$ cat src/hdl/ddo_pkg.sv
// shared types, constants and helper functions of the odometry block
// no dependencies; compile first
package ddo_pkg;

    localparam logic signed [32:0] CORDIC_K = 33'sd652032874;
    localparam int CORDIC_IDX_W = 5;

    typedef enum logic [3:0] {
        S_IDLE,
        S_MUL1,
        S_MUL2,
        S_HEAD,
        S_WAIT1,
        S_WAIT2,
        S_MX,
        S_MY,
        S_FIN
    } t_state;

    typedef enum logic [1:0] {
        CFG_DIST_PER_TICK = 2'd0,
        CFG_AXLE_LENGTH   = 2'd1,
        CFG_HEAD_PER_DIFF = 2'd2,
        CFG_UNUSED        = 2'd3
    } t_cfg_idx;

    // request to the sine/cosine unit
    typedef struct packed {
        logic        start;
        logic [31:0] angle;
    } t_cor_req;

    // request to the divider
    typedef struct packed {
        logic               start;
        logic signed [40:0] num;
        logic signed [17:0] den;
    } t_div_req;

    function automatic logic [31:0] f_atan(input logic [CORDIC_IDX_W-1:0] idx);
        logic [31:0] v;
        unique case (idx)
            5'd0:  v = 32'd536870912;
            5'd1:  v = 32'd316933406;
            5'd2:  v = 32'd167458907;
            5'd3:  v = 32'd85004756;
            5'd4:  v = 32'd42667331;
            5'd5:  v = 32'd21354465;
            5'd6:  v = 32'd10680862;
            5'd7:  v = 32'd5340245;
            5'd8:  v = 32'd2670163;
            5'd9:  v = 32'd1335087;
            5'd10: v = 32'd667544;
            5'd11: v = 32'd333772;
            5'd12: v = 32'd166886;
            5'd13: v = 32'd83443;
            5'd14: v = 32'd41722;
            5'd15: v = 32'd20861;
            5'd16: v = 32'd10430;
            5'd17: v = 32'd5215;
            5'd18: v = 32'd2608;
            5'd19: v = 32'd1304;
            5'd20: v = 32'd652;
            5'd21: v = 32'd326;
            5'd22: v = 32'd163;
            5'd23: v = 32'd81;
            5'd24: v = 32'd41;
            5'd25: v = 32'd20;
            5'd26: v = 32'd10;
            5'd27: v = 32'd5;
            5'd28: v = 32'd3;
            5'd29: v = 32'd1;
            5'd30: v = 32'd1;
            5'd31: v = 32'd0;
        endcase
        return v;
    endfunction

    // clamp a wrapped count difference to +/-32767
    function automatic logic signed [15:0] f_sat_delta(input logic signed [31:0] v);
        logic signed [15:0] r;
        if (v > 32'sd32767) begin
            r = 16'sd32767;
        end else if (v < -32'sd32767) begin
            r = -16'sd32767;
        end else begin
            r = v[15:0];
        end
        return r;
    endfunction

    function automatic logic signed [31:0] f_sat32(input logic signed [40:0] v);
        logic signed [31:0] r;
        if (v > 41'sd2147483647) begin
            r = 32'sh7fffffff;
        end else if (v < -41'sd2147483648) begin
            r = 32'sh80000000;
        end else begin
            r = v[31:0];
        end
        return r;
    endfunction

endpackage

$ cat src/hdl/ddo_div.sv
// restoring signed divider, one quotient bit per cycle, truncates toward zero
// depends on ddo_pkg
module ddo_div (
    input  logic                i_clk,
    input  logic                i_rst_n,
    input  ddo_pkg::t_div_req   i_req,
    output logic                o_busy,
    output logic signed [40:0]  o_quo
);
    import ddo_pkg::*;

    logic         r_busy;
    logic         r_neg;
    logic [39:0]  r_q;
    logic [16:0]  r_rem;
    logic [16:0]  r_den;
    logic [5:0]   r_cnt;

    logic [40:0]  num_mag;
    logic [17:0]  den_mag;
    logic [17:0]  sh;
    logic [18:0]  trial;

    always_comb begin
        num_mag = i_req.num[40] ? 41'(-i_req.num) : 41'(i_req.num);
        den_mag = i_req.den[17] ? 18'(-i_req.den) : 18'(i_req.den);
        sh      = {r_rem, r_q[39]};
        trial   = {1'b0, sh} - {2'b00, r_den};
    end

    always_ff @(posedge i_clk) begin
        if (!i_rst_n) begin
            r_busy <= 1'b0;
        end else if (i_req.start) begin
            r_busy <= 1'b1;
        end else if (r_busy && r_cnt == 6'd39) begin
            r_busy <= 1'b0;
        end
    end

    always_ff @(posedge i_clk) begin
        if (i_req.start) begin
            r_neg <= i_req.num[40] ^ i_req.den[17];
            r_q   <= num_mag[39:0];
            r_rem <= '0;
            r_den <= den_mag[16:0];
            r_cnt <= '0;
        end else if (r_busy) begin
            if (!trial[18]) begin
                r_rem <= trial[16:0];
                r_q   <= {r_q[38:0], 1'b1};
            end else begin
                r_rem <= sh[16:0];
                r_q   <= {r_q[38:0], 1'b0};
            end
            r_cnt <= r_cnt + 1'b1;
        end
    end

    assign o_busy = r_busy;
    assign o_quo  = r_neg ? -signed'({1'b0, r_q}) : signed'({1'b0, r_q});

endmodule

$ cat config.mk
export PLATFORM = sky130hd
export DESIGN_NAME = ddo_div
export DESIGN_NICKNAME = d
export VERILOG_FILES = /design/src/hdl/ddo_pkg.sv /design/src/hdl/ddo_div.sv
export SDC_FILE = /design/constraint.sdc
export NUM_CORES = 1
export LEC_CHECK = 0
export CAP_MARGIN = 10
export CORE_MARGIN = 1.5
export CORE_UTILIZATION = 65
export DETAILED_ROUTE_END_ITERATION = 10
export DONT_BUFFER_PORTS = 1
export GPL_ROUTABILITY_DRIVEN = 0
export PLACE_DENSITY_LB_ADDON = 0.12
export SETUP_SLACK_MARGIN = 0.1
export SLEW_MARGIN = 10
export SYNTH_ARGS = -nofsm -noshare
export SYNTH_HDL_FRONTEND = slang
export SYNTH_SLANG_ARGS = --single-unit
$ cat constraint.sdc
create_clock -name i_clk -period 3.4 [get_ports i_clk]
set_clock_uncertainty 0.2 [all_clocks]
set_input_delay 0.68 -clock i_clk [delete_from_list [all_inputs] [get_ports i_clk]]
set_output_delay 0.68 -clock i_clk [all_outputs]
set_load 0.02 [all_outputs]
==> results of run 1 <==
## flip-flops by register name (all words and copies together), names as in the netlist
register and cells:
o_busy 1, r_cnt 6, r_den 17, r_neg 1, r_q 40, r_rem 17
## per-layer routing
layer / share of wire (%) / global-route usage [%] / up-vias
met5: 0 / 0 / -
met1: 35 / 34.7 / 2705
li1: - / - / 2568
met4: 5.4 / 11.8 / 0
met2: 49 / 55.3 / 418
met3: 10 / 8.15 / 112
## final timing paths
| check | slack [ns] | end | cells past startpoint |
|---|---|---|---|
| worst min-delay path | 0.19 | r_rem[3]$_SDFFE_PP0P_ | 1 |
| worst min register to register | 0.31 | r_rem[4]$_SDFFE_PP0P_ | 2 |
| worst max register to register | 0.47 | r_rem[12]$_SDFFE_PP0P_ | 11 |
| worst max-delay path | -0.41 | o_quo[36] | 6 |
## what timing repair did
item	CTS	global route
resized for setup	78	47
endpoints found under the setup margin	30	33
setup buffers	6	15
pin swaps	23	36
hold buffers	0	0
gates cloned	0	0
## cells by family (layout without fill, tap and decap cells)
kind of cell / after synthesis / in the layout / share of synthesized area, %
buf+inv: 60 / 88 / 3.72
fa+ha+maj: 22 / 22 / 4.60
xor+xnor: 107 / 107 / 15.2
flops: 82 / 82 / 36.1
simple gates: 226 / 226 / 19.3
mux: 6 / 6 / 1.02
compound gates: 184 / 184 / 19.9
## per-stage QoR
step	instance area, µm²	setup WS [ns]	setup TNS [ns]	util [%]
6_report	7410	-0.413	-5.07	80.6
5_1_grt	7410	-0.639	-9.50	80.6
4_1_cts	6990	-0.215	-1.24	76.1
3_5_place_dp	6320	0.0169	0	68.8
3_3_place_gp	6320	0.0994	0	68.8
2_1_floorplan	6150	0.207	0	-
## report_power, final
part,switching (W),internal [W],total [W]
Combinational,0.000571,0.000403,0.000974
Sequential,0.000135,0.00119,0.00133
Clock,0.000356,0.000262,0.000618
Total,0.00106,0.00185,0.00292
## layout by cell type (no fill, tap or decap), types with 8 or more instances in the layout
cell      synthesis  routed
o41ai_1          13       8
nand2_1          65      55
buf_4             1      30
xnor2_1          59      29
o31ai_4           0       9
or3_1            12       9
o21ai_0          41      32
ha_1             21      21
a21oi_1          48      48
buf_6             0       8
nor2_1           63      63
xnor2_2           0      27
nor3_1            9       8
clkbuf_8          0       9
xor2_1           48      48
inv_1            31      31
a21o_1            9       9
a311oi_1          9       9
edfxtp_1         58      58
o31ai_1          26      18
dfxtp_1          24      24
## layout make-up
cell class	count	share of cell area, %
tap	111	1.87
timing repair buffer	41	5.27
clock buffer	12	1.82
multi-input combinational	545	59.2
inverter	31	1.57
sequential	82	30.0
clock inverter	4	0.270
==> flow_summary.ini, run 1 <==
[status]
outcome = complete, but fails checks
violations = setup timing

[critical_path]
cp_cell_sequence = or4_4, nor3_4, and4b_2, nand3_4, o41ai_4, xnor2_2
slowest_delay_ns = 0.59
crit_slowest_cell = or4_4
worstSetupPathType = flip-flop to primary output
r2r-start = r_q[39]$_DFFE_PP_
worstPathRequired_ns = 2.52
critPathTopFamily = simple AND/OR/NAND/NOR gates
critical_path_arrival_ns = 2.93
cp_max_fo = 4
worst-path-buf-inv = 0
startpoint = r_q[17]$_DFFE_PP_
start_kind = flip-flop
crit_path_end_kind = primary output

[synthesis]
synth_enable_flop_cells = 58
synth_top_area_share_pct = 28.3
synth_fp_nets = 771
synthCells = 687
synth_cell_types = 65
ys_seq_area_share_pct = 36.1
yosysMostFrequentCell = nand2_1
synthTopCellsByCount = nand2_1 (65), nor2_1 (63), xnor2_1 (59), edfxtp_1 (58)
syn_avg_cell_area_um2 = 8.95
ys_warn_count = 0
yosysTopAreaCell = edfxtp_1
async_flop_share_pct = 0
ys_ff_latch = 82
synth_area_leaders = edfxtp_1 (28%), xnor2_1 (8.4%), dfxtp_1 (7.8%), xor2_1 (6.8%), ha_1 (4.3%)
synth_area_um2 = 6150
synth_flop_cell = edfxtp_1

[clocking]
cts_sinks = 82
path_clk_slew_ns = 0.09
clk-insertion-delay-late_ns = 0.36
cts.htree.levels = 3
cts_buffers = 9
cts_tree = yes
cts_root_buf = clkbuf_8
cts_buffer_depth = 2

[sta]
setup_viol = 27
fmax_mhz = 262
tightest_slew_ns = 1.06
post-route-period-util_pct = 112
slew_headroom_pct = 29.6
final.setup.worst_slack_ns = -0.413
hold_slack_ns = 0.193
slew_viol_final = 0
min_period_ns = 3.81
grt_setup_unrepaired = true
final-hold-violation-count = 0

[min_path]
hold_class = input port to flip-flop
hold_start = i_req[59]

[route]
drt_iter0_markers = 374
ant_nets = 0
wirelength_um = 18200
vias = 5803
drt-pass1-iter-count = 6
viasPerCell = 7.03
drcViolationCount = 0
wl_per_cell_um = 22.1

[final_layout]
nets = 794
fin_cells = 826
multi_input_area_um2 = 4390
fillers = 513
area_delta_synth_final_pct = 20.5
diodes = 0
final-seq-area_um2 = 2220
drive_gt1_share_pct = 21.3

[floorplanning]
die_x_um = 100
dieArea_um2 = 10000
core_um2 = 9200
die_height_um = 100
num_io_pins = 104
initial_core_util_pct = 66.8
row_count = 35

[grt]
grt_max_degree = 121
grt_pass1_vias = 5145
grt_overflow_total = 0
grtUsageTotal_pct = 30.7
grt_pass1_wl_um = 24300
antenna_found_initial = 0

[power_and_ir_drop]
vdd_ir_drop_max_uv = 237
p_leak_nw = 2.84
power_w = 0.00292
power.density_nw_per_um2 = 394

[job]
drv_cap = 0

[placed_design]
dp_hpwl_um = 9980
placed_cells = 789
buffer_ports.inserted = 0
Note: power is estimated with default switching activity, not from simulation.
==> inputs of run 2 (changes only) <==
- CORE_UTILIZATION: 65 -> 67
- CTS_BUF_LIST: not set -> sky130_fd_sc_hd__clkbuf_4 sky130_fd_sc_hd__clkbuf_8
==> run 2 against run 1 <==
  * The flow finishes with violations (DRC, setup timing)
  * Setup slack got worse by 0.067 ns
  * Sequential power about the same
  * Core utilization is 4.7 points higher
  * Design area increased by 1.4%
  * Worst hold slack got worse by 0.0039 ns
  * Flip-flop and latch count stayed put
  * Register-to-register slack got worse by 0.14 ns
  * Count of clock-buffer cells in the layout did not move
  * Combinational power about the same
  * Largest cell class unchanged
  * Highest routed layer unchanged
==> flow_summary.ini, run 2 (synthesized netlist as in run 1, its figures left out) <==
[job]
drv_cap = 0

[critical_path]
reg2reg_slack_ns = 0.33
slowest_delay_ns = 0.44
start_kind = flip-flop
worstPathRequired_ns = 2.52
cp_max_fo = 4
worstSetupPathType = flip-flop to primary output
r2r-start = r_q[39]$_DFFE_PP_
r2r-end = r_rem[1]$_SDFFE_PP0P_
crit_path_end_kind = primary output
crit_slowest_cell = edfxtp_1
cp_cell_sequence = or3_4, or3b_4, nor4_2, buf_4, buf_12, nand3_4, o41ai_4, xnor2_2
critical_path_arrival_ns = 3.00
r2r_cells = 11

[placed_design]
dp_hpwl_um = 9780
dp_slack_ns = 0.0358
buffer_ports.inserted = 0
place_area_um2 = 6300

[sta]
min_period_ns = 3.88
fin_setup_tns_ns = -7.78
fmax_mhz = 258
slew_viol_final = 0
final-hold-violation-count = 0
final.setup.worst_slack_ns = -0.479
hold_slack_ns = 0.190
setup_viol = 30
grt_setup_unrepaired = true
slew_headroom_pct = 28.4
tightest_slew_ns = 1.07
post-route-period-util_pct = 114

[route]
viasPerCell = 7.29
drt-pass1-iter-count = 10
wirelength_um = 19600
vias = 5952
ant_nets = 0
wl_per_cell_um = 24.0
drt_iter0_markers = 728
drcViolationCount = 8

[final_layout]
largest_reg_flops = 40
drive_gt1_share_pct = 22.0
design_area_um2 = 7510
largest_register = r_q
nets = 788
reg.largest.list = r_q: 40 flops, r_den: 17 flops, r_rem: 17 flops
diodes = 0
area_delta_synth_final_pct = 22.2
final_cell_mix = nor2_1 (63), edfxtp_1 (58), nand2_1 (54), xor2_1 (48), a21oi_1 (48)
layout_commonest_cell = nor2_1

[min_path]
min_delay_worst_endpoint = r_rem[6]$_SDFFE_PP0P_
min_path_cells = 1
hold_start = i_req[59]
hold_class = input port to flip-flop

[grt]
grt_max_degree = 121
grt_overflow_total = 0
antenna_found_initial = 0
grt_pass1_wl_um = 24500
grtUsageTotal_pct = 31.2
grt_pass1_vias = 5204

[floorplanning]
die_height_um = 98.8
dieArea_um2 = 9760
row_count = 34
core_um2 = 8810
num_io_pins = 104
die_x_um = 98.8
initial_core_util_pct = 69.8

[power_and_ir_drop]
seq_power_share_pct = 43.1
vdd_ir_drop_max_uv = 335
pwr-share-comb_pct = 32.2
power_w = 0.00310
p_leak_nw = 2.84
p_clk_share_pct = 24.6
p_sw_share_pct = 36.1
internal-power_w = 0.00198
p_sw_w = 0.00112
power.density_nw_per_um2 = 413

[clocking]
clk-insertion-delay-late_ns = 0.38
cts_buffer_depth = 2
cts_root_buf = clkbuf_8
path_clk_slew_ns = 0.10
cts_sinks = 82
holdBufCountCts = 0
cts_tree = yes
cts_buffers = 9
cts.htree.levels = 3

[status]
violations = DRC, setup timing
outcome = complete, but fails checks
## run 2: cell types whose count changed in the layout (fill, tap and decap cells not counted), moves of 3 or more
cell,previous run,this run
buf_6,8,2
clkinv_2,4,0
inv_4,0,3
xnor2_4,3,7
buf_4,30,27
clkbuf_1,3,0
o21ai_2,2,5
buf_12,1,4
## run 2: layout make-up
class / instances / area, µm²
clock buffer: 12 / 153
inverter: 31 / 116
multi-input combinational: 545 / 4480
timing repair buffer: 35 / 358
fill: 432 / 1300
clock inverter: 4 / 48.8
sequential: 82 / 2220
tap: 108 / 135
## run 2: worst max-delay path by stage
stage	slack, ns	endpoint	start
after floorplan	0.21	o_quo[12]	r_q[4]$_DFFE_PP_
after global placement	0.11	o_quo[23]	r_q[4]$_DFFE_PP_
after detailed placement	0.04	o_quo[23]	r_q[4]$_DFFE_PP_
after CTS	-0.17	o_quo[12]	r_q[4]$_DFFE_PP_
after global routing	-0.53	o_quo[36]	r_q[4]$_DFFE_PP_
final	-0.48	o_quo[36]	r_q[4]$_DFFE_PP_
## run 2: through the flow
| step | utilization (%) | cells |
|---|---|---|
| after floorplan | - | 687 |
| after CTS | 80.0 | 808 |
| after detailed placement | 71.5 | 783 |
| final | 85.3 | 817 |
| after global placement | 71.5 | 783 |
| after global routing | 85.3 | 817 |
## run 2: critical path, delay by kind of cell (launching register included)
family,cells,cell delay (ns)
compound gates,1,0.36
xor+xnor,1,0.22
flops,1,0.44
simple gates,4,1.26
buf+inv,2,0.34
## run 2: power by group through the flow
stage	Clock (W)	Sequential [W]	Combinational, W
2_1_floorplan	0	0.00128	0.000669
3_3_place_gp	0	0.00130	0.000744
3_5_place_dp	0	0.00131	0.000765
4_1_cts	0.000743	0.00130	0.000867
5_1_grt	0.000796	0.00134	0.00107
6_report	0.000764	0.00134	0.00100
## run 2: per-layer routing
layer | vias up | part of all wire [%] | track usage (%)
met5 | - | 0 | 0
met4 | 0 | 7.0 | 13.3
met3 | 154 | 12 | 7.38
met2 | 498 | 48 | 54.2
met1 | 2742 | 33 | 37.2
li1 | 2558 | - | -
## run 2: what timing repair did
| action | CTS | global route |
|---|---|---|
| gates resized for setup | 79 | 54 |
| endpoints found under the setup margin | 30 | 36 |
| buffers inserted | 9 | 9 |
| pin swaps | 23 | 25 |
==> inputs of run 3 (changes only) <==
- CAP_MARGIN: 10 -> not set
- CORE_UTILIZATION: 67 -> 55
==> run 3 against run 2 <==
  * The run ends with setup timing left
  * Clock power is 5.4% higher
  * Die area increased by 21%
  * Register-to-register slack improved by 0.06 ns
  * Fmax grew 7.0%
  * Critical path type unchanged
  * Critical endpoint is now o_quo[23]
  * Largest cell class unchanged
  * Highest routed layer unchanged
==> flow_summary.ini, run 3 (synthesized netlist as in run 1, its figures left out) <==
[critical_path]
reg2reg_slack_ns = 0.39
r2r-start = r_q[39]$_DFFE_PP_
crit_end = o_quo[23]
worstSetupPathType = flip-flop to primary output
r2r-end = r_rem[11]$_SDFFE_PP0P_
crit_path_end_kind = primary output
cp_max_fo = 4
critPathTopFamily = simple AND/OR/NAND/NOR gates
start_kind = flip-flop
startpoint = r_q[4]$_DFFE_PP_
worst-path-buf-inv = 1
cp.depth = 7
worstPathRequired_ns = 2.52
critical_path_arrival_ns = 2.75
crit_slowest_cell = or4_4
r2r_cells = 11
cp_cell_sequence = or3_4, or4_4, nor4_4, buf_6, nand3_4, o41ai_4, xnor2_2
slowest_delay_ns = 0.46

[clocking]
cts_buffer_depth = 2
holdBufCountCts = 0
cts_root_buf = clkbuf_8
clk-insertion-delay-late_ns = 0.36
path_clk_slew_ns = 0.09
cts_buffers = 9
cts_tree = yes
cts_sinks = 82
cts.htree.levels = 3

[power_and_ir_drop]
vdd_ir_drop_max_uv = 224
seq_power_share_pct = 42.3
p_clk_share_pct = 26.1
p_sw_share_pct = 33.9
p_sw_w = 0.00105
pwr-share-comb_pct = 31.6
internal-power_w = 0.00204
p_leak_nw = 2.81
power.density_nw_per_um2 = 410

[sta]
fmax_mhz = 276
setup_viol = 26
grt_setup_unrepaired = true
slew_viol_final = 0
tightest_slew_ns = 1.04
fin_setup_tns_ns = -2.58
slew_headroom_pct = 30.8
final.setup.worst_slack_ns = -0.226
min_period_ns = 3.63
post-route-period-util_pct = 107
final-hold-violation-count = 0

[grt]
use_met2_pct = 45.0
met1_usage_pct = 33.4
grt_pass1_vias = 5158
grt_overflow_total = 0
grtUsageTotal_pct = 26.9
grtUsageMet3_pct = 5.74
antenna_found_initial = 0
grt_busiest_layer = met2
grt_pass1_wl_um = 25100
grt_max_degree = 121

[floorplanning]
dieArea_um2 = 11800
die_height_um = 109
num_io_pins = 104
core_um2 = 10900
initial_core_util_pct = 56.5
die_x_um = 109
row_count = 38

[final_layout]
largest_reg_flops = 40
reg.largest.list = r_q: 40 flops, r_den: 17 flops, r_rem: 17 flops
fillers = 793
largest_register = r_q
layout_commonest_cell = nor2_1
nets = 786
fin_cells = 847
diodes = 0
area_delta_synth_final_pct = 22.3
final_cell_mix = nor2_1 (63), edfxtp_1 (58), nand2_1 (55), xor2_1 (48), a21oi_1 (48)
drive_gt1_share_pct = 20.9

[placed_design]
dp_hpwl_um = 10300
buffer_ports.inserted = 0
placed_cells = 821

[route]
ant_nets = 0
viasPerCell = 6.35
drcViolationCount = 0
vias = 5382
wirelength_um = 15900
drt-pass1-iter-count = 5
drt_iter0_markers = 384
wl_per_cell_um = 18.7

[job]
drv_cap = 0

[status]
violations = setup timing
outcome = complete, but fails checks

[min_path]
hold_class = input port to flip-flop
-- run 3: cell types whose count changed in the layout (fill, tap and decap cells not counted), sizes merged --
cell | before | now
bufinv | 1 | 2
buf | 34 | 33
clkbuf | 13 | 11
inv | 34 | 32
clkinv | 0 | 2
-- run 3: per-stage QoR --
stage / hold WS (ns) / util [%] / total power (W) / instance area [µm²] / setup slack (ns)
floorplan: 0.250 / - / 0.00195 / 6150 / 0.207
global placement: 0.260 / 58.7 / 0.00207 / 6390 / 0.162
detailed placement: 0.288 / 58.7 / 0.00209 / 6390 / 0.0869
CTS: 0.183 / 66.8 / 0.00304 / 7270 / -0.228
global route: 0.174 / 69.1 / 0.00323 / 7520 / -0.324
finish: 0.209 / 69.1 / 0.00308 / 7520 / -0.226
-- run 3: final cells by class --
class                           instances  area (µm²)  share of cell area, %
Inverter                               31         116                   1.55
Timing Repair Buffer                   33         299                   3.98
Clock buffer                           11         145                   1.93
Clock inverter                          5        76.3                   1.02
Multi-Input combinational cell        545        4480                   59.6
Tap cell                              140         175                   2.33
Sequential cell                        82        2220                   29.6
-- run 3: worst min-delay path by stage --
| stage | startpoint | end | slack, ns | cells after the start |
|---|---|---|---|---|
| final | i_req[59] | r_rem[3]$_SDFFE_PP0P_ | 0.21 | 1 |
| after global placement | r_cnt[5]$_SDFFE_PP0P_ | r_cnt[5]$_SDFFE_PP0P_ | 0.26 | 2 |
| after floorplan | r_rem[2]$_SDFFE_PP0P_ | r_rem[2]$_SDFFE_PP0P_ | 0.25 | 2 |
| after detailed placement | r_cnt[5]$_SDFFE_PP0P_ | r_cnt[5]$_SDFFE_PP0P_ | 0.29 | 2 |
| after CTS | i_req[59] | r_cnt[3]$_SDFFE_PP0P_ | 0.18 | 1 |
| after global routing | i_req[59] | r_cnt[0]$_SDFFE_PP0P_ | 0.17 | 1 |
-- run 3: power by group through the flow --
stage	sequential, W	combinational (W)	clock, W
after floorplan	0.00128	0.000669	0
after global placement	0.00129	0.000777	0
after detailed placement	0.00129	0.000794	0
after CTS	0.00130	0.000920	0.000819
after global routing	0.00132	0.00106	0.000856
final	0.00130	0.000973	0.000805
-- run 3: worst reg2reg max path: stages (launching register included) --
cell      delay, ns
edfxtp_1       0.41
inv_1          0.08
ha_1           0.16
inv_1          0.05
fa_1           0.42
a211oi_1       0.29
o211ai_1       0.17
a211o_1        0.33
and2_0         0.23
buf_4          0.22
nand2_1        0.16
o21ai_0        0.14
-- run 3: what timing repair did --
| action | CTS | global route |
|---|---|---|
| setup endpoints to repair | 30 | 31 |
| gates resized for setup | 107 | 28 |
| buffers inserted | 3 | 7 |
| pin swaps | 28 | 23 |
-- run 3: metal layers --
metal	part of all wire (%)	vias up
met1	42	2588
met4	3.0	0
met3	6.3	45
met5	0	-
li1	-	2551
met2	49	198
